[src/sv/assert_macros.svh]
`ifndef ASSERT_MACROS_SVH
`define ASSERT_MACROS_SVH

// Same-cycle implication, sampled on the rising clock edge, off during reset.
`define AAT_ASSERT_IMP(label, ante, cons, msg) \
   label: assert property (@(posedge clock) disable iff (reset) (ante) |-> (cons)) \
      else $error(msg);

// Next-cycle implication, sampled on the rising clock edge, off during reset.
`define AAT_ASSERT_NXT(label, ante, cons, msg) \
   label: assert property (@(posedge clock) disable iff (reset) (ante) |=> (cons)) \
      else $error(msg);

`endif

[src/sv/aat_pkg.sv]
`default_nettype none

package aat_pkg;

   localparam int ADDR_W   = 32;
   localparam int LEN_W    = 32;
   localparam int LINE_W   = 24;
   localparam int INDEX_W  = 8;
   localparam int COUNT_W  = 7;
   localparam int REQ_BITS = 2 + ADDR_W + LEN_W + LINE_W + INDEX_W;
   localparam int RSP_BITS = 2 + ADDR_W + LEN_W + LINE_W + COUNT_W + 1;
   localparam int REQ_W    = ((REQ_BITS + 7) / 8) * 8;
   localparam int RSP_W    = ((RSP_BITS + 7) / 8) * 8;

   localparam logic [COUNT_W-1:0] COUNT_MAX = 7'd127;

   typedef enum logic [1:0] {
      OP_ADD  = 2'd0,
      OP_DEL  = 2'd1,
      OP_READ = 2'd2,
      OP_NOP  = 2'd3
   } op_type;

   typedef struct packed {
      logic [REQ_W-REQ_BITS-1:0] pad;
      logic [INDEX_W-1:0]        entry_index;
      logic [LINE_W-1:0]         source_line;
      logic [LEN_W-1:0]          block_length;
      logic [ADDR_W-1:0]         address;
      op_type                    command;
   } req_type;

   typedef struct packed {
      logic [RSP_W-RSP_BITS-1:0] pad;
      logic                      any_used;
      logic [COUNT_W-1:0]        used_count;
      logic [LINE_W-1:0]         entry_line;
      logic [LEN_W-1:0]          entry_length;
      logic [ADDR_W-1:0]         entry_base;
      logic                      entry_used;
      logic                      op_ok;
   } rsp_type;

   typedef struct packed {
      logic [LINE_W-1:0] line;
      logic [LEN_W-1:0]  length;
      logic [ADDR_W-1:0] base;
   } entry_type;

   // Controller to datapath.
   typedef struct packed {
      logic load;
      logic issue;
      logic out_load;
   } ctrl_cmd_type;

   // Datapath to controller.
   typedef struct packed {
      logic done;
      logic exhausted;
      logic out_free;
   } ctrl_stat_type;

endpackage

`default_nettype wire

[src/sv/aat_ctrl.sv]
`default_nettype none

module aat_ctrl (
   input  wire                    clock,
   input  wire                    reset,
   input  wire                    req_tvalid,
   output logic                   req_tready,
   input  aat_pkg::ctrl_stat_type stat,
   output aat_pkg::ctrl_cmd_type  cmd
);
   import aat_pkg::*;

   typedef enum logic [1:0] {
      ST_IDLE,
      ST_SCAN,
      ST_FINISH
   } state_type;

   state_type state_ff;
   logic      ready_ff;

   assign req_tready = ready_ff;

   always_comb begin
      cmd.load     = req_tvalid && ready_ff;
      // Stop issuing reads as soon as the evaluated entry ends the operation.
      cmd.issue    = (state_ff == ST_SCAN) && !stat.exhausted && !stat.done;
      cmd.out_load = (state_ff == ST_FINISH) && stat.out_free;
   end

   always_ff @(posedge clock) begin
      if (reset) begin
         state_ff <= ST_IDLE;
         ready_ff <= 1'b1;
      end else begin
         case (state_ff)
            ST_IDLE: begin
               if (cmd.load) begin
                  state_ff <= ST_SCAN;
                  ready_ff <= 1'b0;
               end
            end
            ST_SCAN: begin
               if (stat.done) begin
                  state_ff <= ST_FINISH;
               end
            end
            ST_FINISH: begin
               if (stat.out_free) begin
                  state_ff <= ST_IDLE;
                  ready_ff <= 1'b1;
               end
            end
            default: begin
               state_ff <= ST_IDLE;
               ready_ff <= 1'b1;
            end
         endcase
      end
   end

endmodule

`default_nettype wire

[config.mk]
export PLATFORM = sky130hd
export DESIGN_NAME = aat_ctrl
export DESIGN_NICKNAME = d
export VERILOG_FILES = /design/src/sv/assert_macros.svh /design/src/sv/aat_pkg.sv /design/src/sv/aat_ctrl.sv
export SDC_FILE = /design/constraint.sdc
export NUM_CORES = 1
export LEC_CHECK = 0
export BUFFER_PORTS_ARGS = -buffer_cell sky130_fd_sc_hd__buf_2
export CAP_MARGIN = 20
export CORE_AREA = 2 2 39 41
export DETAILED_ROUTE_END_ITERATION = 8
export DIE_AREA = 0 0 41 43
export GPL_ROUTABILITY_DRIVEN = 0
export MAX_ROUTING_LAYER = met4
export SLEW_MARGIN = 20
export SYNTH_ARGS = -nofsm -noshare
export SYNTH_HDL_FRONTEND = slang
export SYNTH_SLANG_ARGS = --single-unit
[constraint.sdc]
create_clock -name clock -period 1.9 [get_ports clock]
set_input_delay 0.095 -clock clock [delete_from_list [all_inputs] [get_ports clock]]
set_output_delay 0.095 -clock clock [all_outputs]
set_load 0.02 [all_outputs]
==> flow_summary.json, run 1 <==
{
  "outcome": "complete, no violations",
  "regArea_um2": 60.1,
  "timing.fmax_mhz": 847,
  "whs_endpoint": "state_ff[1]$_SDFFE_PP0P_",
  "fin_tns_setup_ps": 0,
  "drv_cap": 0,
  "clk_pin_slew_ps": 40,
  "cpPeakStageDelay_ps": 410,
  "postRouteAntennaNets": 0,
  "pre_cts_ws_ps": 958,
  "synth_top_area_share": 0.414,
  "power_density_nw_per_um2": 953,
  "ys_ff_latch": 3,
  "final_util": 0.171,
  "cts_buffer_depth": 2,
  "cp-end-kind": "output port",
  "post-cts-setup-buffers": 0,
  "tritoncts": "built",
  "overflow": 0,
  "drtPass1Iterations": 2,
  "fin_area_um2": 236,
  "synthXorXnorAreaFrac": 0,
  "antenna_found_initial": 0,
  "grt_max_degree": 7,
  "ios": 10,
  "grt_pass1_vias": 170,
  "yosysTopAreaCell": "dfxtp_1",
  "crit_fanout": 6,
  "numPortBuffers": 9,
  "seq_area_frac_synth": 0.414,
  "worst_pin_slew_ps": 225,
  "rows": 14,
  "ctsHoldBuffers": 0,
  "dr.first_iter.drc_count": 3,
  "nFillCells": 160,
  "synth_fa_ha_area_frac": 0,
  "drv_slew": 0,
  "htreeDepth": 1,
  "area_growth_syn_to_layout_pct": 62.9,
  "hold_start": "reset",
  "finalWirelength_um": 358,
  "die_area_um2": 1760,
  "p_leak_nw": 0.107,
  "criticalPathCategory": "flip-flop to output port",
  "grt_pass1_wl_um": 607,
  "nets": 38,
  "yosys.area_share.simple": 0.328,
  "clock-sinks": 3,
  "multi_input_area_um2": 77.6,
  "synth_area_um2": 145,
  "ir_drop_mv": 0.158,
  "detail_route.drc_violations": 0,
  "syn-num-nets": 24,
  "reg2reg_slack_ps": 1060,
  "fin_skew_ps": 1.32,
  "drive_above_1_share": 0.387,
  "path_cells": "nor4b_1, buf_2",
  "p_total_mw": 0.225,
  "synth-compound-area-share": 0.138,
  "insertedDiodeCount": 0,
  "avgSynthCellArea_um2": 8.06,
  "holdCritPathClass": "input pin to flip-flop",
  "cts-resized-gates": 0,
  "cp_data_required_time_ps": 1800,
  "r2r-end": "state_ff[1]$_SDFFE_PP0P_",
  "fp.dieW_um": 41,
  "hold_viol_final": 0,
  "synthMuxAreaShare": 0.0690,
  "placed_area_um2": 210,
  "r2r-start": "state_ff[1]$_SDFFE_PP0P_",
  "r2r_cells": 3,
  "worstSetupStartpointType": "flip-flop",
  "synth_cell_types": 12,
  "die_h_um": 43,
  "fin_crit_sh": 0.621,
  "clock_latency_ps": 230,
  "rsz0062_at_grt": "no",
  "ys_warn_count": 0,
  "dpl.hpwl_um": 288,
  "worstPathArrival_ps": 1090,
  "syn_inst": 18,
  "initial_utilization": 0.105,
  "whs_path_depth": 2,
  "setup_viol": 0,
  "via_count": 172,
  "slew_headroom": 0.848,
  "crit_slowest_cell": "dfxtp_1",
  "vias_per_cell": 3.66,
  "cts-buffers-inserted": 3,
  "wire_per_inst_um": 7.62,
  "fin_crit_ps": 1180,
  "layout_setup_ws_ps": 719,
  "synth_top_family_by_area": "simple AND/OR/NAND/NOR gates",
  "cts_root_buf": "clkbuf_4",
  "core_area_um2": 1380,
  "synthTopCellsByArea": "dfxtp_1 41%, nor2_1 7.8%, mux2i_1 6.9%",
  "grt_use_total": 0.0595
}
-- where the power goes --
part / switching, mW / total [mW] / internal [mW]
sequential: 0.00712 / 0.0769 / 0.0698
clock: 0.0326 / 0.111 / 0.0787
combinational: 0.0203 / 0.0373 / 0.0169
-- sequential cells by signal, indices dropped and copies added, names as in the netlist --
signal and cells:
req_tready 1, state_ff 2
-- Yosys cell counts --
| library cell | n |
|---|---|
| nor3b_1 | 1 |
| dfxtp_1 | 3 |
| and2_1 | 1 |
| nand2_1 | 1 |
| inv_1 | 2 |
| nor2_1 | 3 |
| a21oi_1 | 1 |
| mux2i_1 | 1 |
| a31oi_1 | 1 |
| nor4b_1 | 1 |
| nor3_1 | 2 |
| o2bb2ai_1 | 1 |
-- layout by cell type, fill, tap and decap left out --
cell	count
buf_2	9
nor2_1	3
clkbuf_4	3
dfxtp_1	3
inv_1	2
nor3_1	2
nand2_1	1
and2_1	1
nor4b_1	1
nor3b_1	1
a31oi_1	1
o2bb2ai_1	1
a21oi_1	1
mux2i_1	1
clkbuf_1	1
-- cell type report --
cell class	count	share of cell area
clock buffer	4	0.111
inverter	2	0.0317
multi-input combinational	13	0.328
sequential	3	0.254
tap	16	0.0847
timing repair buffer	9	0.190
-- critical path, delay by kind of cell (launching register included) --
kind	cells	cell delay [ps]
and+or+nand+nor	1	240
buffers and inverters	1	210
DFF	1	410
-- layer usage --
metal / vias up / routed length, µm / track usage
li1: 90 / - / -
met1: 77 / 146 / 0.0543
met2: 5 / 194 / 0.0719
met3: 0 / 18 / 0.0157
met4: 0 / 0 / 0.100
met5: - / 0 / -
-- logic make-up after synthesis --
kind of cell | after synthesis
mux | 1
compound gates | 3
flops | 3
simple gates | 9
buf+inv | 2
-- per-stage QoR --
stage               std cells  hold slack [ps]
CTS                        47             69.9
global route               47             87.5
global placement           43              316
detailed placement         43              319
floorplan                  18              167
finish                     47             75.8
-- worst max-delay path by stage --
stage | startpoint | to | slack [ps]
2_1_floorplan | state_ff[0]$_SDFFE_PP0P_ | cmd[1] | 680
3_3_place_gp | state_ff[0]$_SDFFE_PP0P_ | cmd[1] | 970
3_5_place_dp | state_ff[0]$_SDFFE_PP0P_ | cmd[1] | 960
4_1_cts | state_ff[0]$_SDFFE_PP0P_ | cmd[1] | 700
5_1_grt | state_ff[0]$_SDFFE_PP0P_ | cmd[1] | 580
6_report | state_ff[0]$_SDFFE_PP0P_ | cmd[1] | 720
Power figures use the tool's default switching activity.
==> run 2, diff against run 1 <==
- clock period: 1.9 -> 1 ns (I/O delays scaled with it)
==> run 2 against run 1 <==
Net effect: total power increased by 98%; clock power grew 90%; non-clock buffer count grew 1; critical path depth unchanged; setup slack worse by 710 ps; cell area up 15%; core utilization up 2.6 points.
==> flow_summary.json, run 2 (synthesized netlist as in run 1, its figures left out) <==
{
  "outcome": "complete, no violations",
  "timing.fmax_mhz": 1010,
  "grt_max_degree": 7,
  "layout_setup_ws_ps": 5.12,
  "grt_pass1_wl_um": 572,
  "rsz0062_at_grt": "yes",
  "cp-end-kind": "output port",
  "hold_start": "reset",
  "fin_skew_ps": 2.81,
  "power_density_nw_per_um2": 1640,
  "cts_root_buf": "clkbuf_4",
  "worstSetupStartpointType": "flip-flop",
  "cpPeakStageDelay_ps": 340,
  "final_cell_mix": "6 x buf_2, 4 x buf_4, 3 x nor2_1, 3 x clkbuf_4",
  "die_area_um2": 1760,
  "rows": 14,
  "r2r_cells": 4,
  "finalWirelength_um": 386,
  "clock-sinks": 3,
  "via_count": 172,
  "nets": 39,
  "ios": 10,
  "holdCritPathClass": "input pin to flip-flop",
  "drv_cap": 0,
  "layout_commonest_cell": "buf_2",
  "crit_fanout": 6,
  "numPortBuffers": 9,
  "vias_per_cell": 3.58,
  "drv_slew": 0,
  "antenna_found_initial": 0,
  "tritoncts": "built",
  "area_growth_syn_to_layout_pct": 87.9,
  "dr.first_iter.drc_count": 1,
  "regMostFlops": "state_ff",
  "postRouteAntennaNets": 0,
  "path_cells": "nor4b_4, buf_4",
  "worst_pin_slew_ps": 176,
  "clock_latency_ps": 230,
  "fin_crit_sh": 0.995,
  "htreeDepth": 1,
  "crit_cells": 2,
  "detail_route.drc_violations": 0,
  "overflow": 0,
  "placed_cells_incl_taps": 43,
  "p_total_mw": 0.446,
  "r2r-end": "state_ff[1]$_SDFFE_PP0P_",
  "fp.dieW_um": 41,
  "setup_viol": 0,
  "grt_use_total": 0.0586,
  "dpl.hpwl_um": 294,
  "core_area_um2": 1380,
  "ir_drop_mv": 0.417,
  "r2r-start": "state_ff[0]$_SDFFE_PP0P_",
  "cts_buffer_depth": 2,
  "cts-buffers-inserted": 3,
  "worstPathArrival_ps": 940,
  "clk_pin_slew_ps": 40,
  "cp_top_family": "flip-flops",
  "p_leak_nw": 0.117,
  "largest_register_ffs": 2,
  "crit_slowest_cell": "dfxtp_2",
  "pre_cts_ws_ps": 142,
  "drive_above_1_share": 0.531,
  "fin_crit_ps": 995,
  "die_h_um": 43,
  "hold_viol_final": 0,
  "reg2reg_slack_ps": 110,
  "slew_headroom": 0.882,
  "drtPass1Iterations": 2,
  "whs_path_depth": 2,
  "nFillCells": 155,
  "ctsHoldBuffers": 0,
  "whs_endpoint": "state_ff[0]$_SDFFE_PP0P_",
  "stdcell_count": 48,
  "wire_per_inst_um": 8.04,
  "criticalPathCategory": "flip-flop to output port",
  "insertedDiodeCount": 0,
  "grt_pass1_vias": 160,
  "cp_data_required_time_ps": 950,
  "initial_utilization": 0.105,
  "cp.buffers_inverters": 1
}
-- run 2: cell types whose count changed in the layout (fill, tap and decap cells not counted) --
cell,delta
and2_1,-1
dfxtp_4,+1
nor4b_1,-1
dfxtp_2,+1
buf_4,+4
and2_2,+1
buf_2,-3
nor4b_4,+1
dfxtp_1,-2
-- run 2: routing by layer --
layer | share of wire | up-vias | track usage | wire length, µm
li1 | - | 91 | - | -
met1 | 0.45 | 74 | 0.0545 | 172
met2 | 0.44 | 7 | 0.0594 | 169
met3 | 0.11 | 0 | 0.0628 | 44
met4 | 0 | 0 | 0.0600 | 0
met5 | 0 | - | - | 0
-- run 2: timing repair --
action,4_1_cts,5_1_grt
endpoints found under the setup margin,2,3
pin swaps,1,0
resized for setup,5,2
buffers inserted,1,0
-- run 2: report_power, final --
part	internal (mW)	total [mW]	switching [mW]
registers	0.133	0.146	0.0126
clock network	0.149	0.211	0.0613
logic	0.0443	0.0896	0.0453
-- run 2: how the worst max path moves through the flow --
stage	start	end	slack, ps
after detailed placement	state_ff[0]$_SDFFE_PP0P_	cmd[1]	140
after CTS	state_ff[1]$_SDFFE_PP0P_	cmd[1]	-20
after floorplan	req_tready$_SDFFE_PP1P_	state_ff[0]$_SDFFE_PP0P_	30
after global routing	state_ff[1]$_SDFFE_PP0P_	cmd[1]	-50
after global placement	state_ff[1]$_SDFFE_PP0P_	state_ff[1]$_SDFFE_PP0P_	150
final	state_ff[1]$_SDFFE_PP0P_	cmd[1]	5
-- run 2: final cells by class --
cell class,count,area [µm²],share of cell area
clock buffer,4,26.3,0.0963
inverter,2,7.51,0.0275
multi-input combinational,13,93.8,0.344
sequential,3,65.1,0.239
tap,16,20.0,0.0734
timing repair buffer,10,60.1,0.220
-- run 2: worst reg2reg max path, cell delays in order, from the launching register on --
cell and delay (ps):
dfxtp_4 340, buf_4 140, nor3b_1 180, a31oi_1 60, nor2_1 90
-- run 2: stage by stage --
stage          utilization  hold slack [ps]  setup TNS, ps  cell area [µm²]
2_1_floorplan            -              122              0              153
4_1_cts              0.193             22.0          -16.0              268
3_3_place_gp         0.157              272              0              218
3_5_place_dp         0.157              280              0              218
6_report             0.197             33.0              0              273
5_1_grt              0.197             38.4          -68.0              273
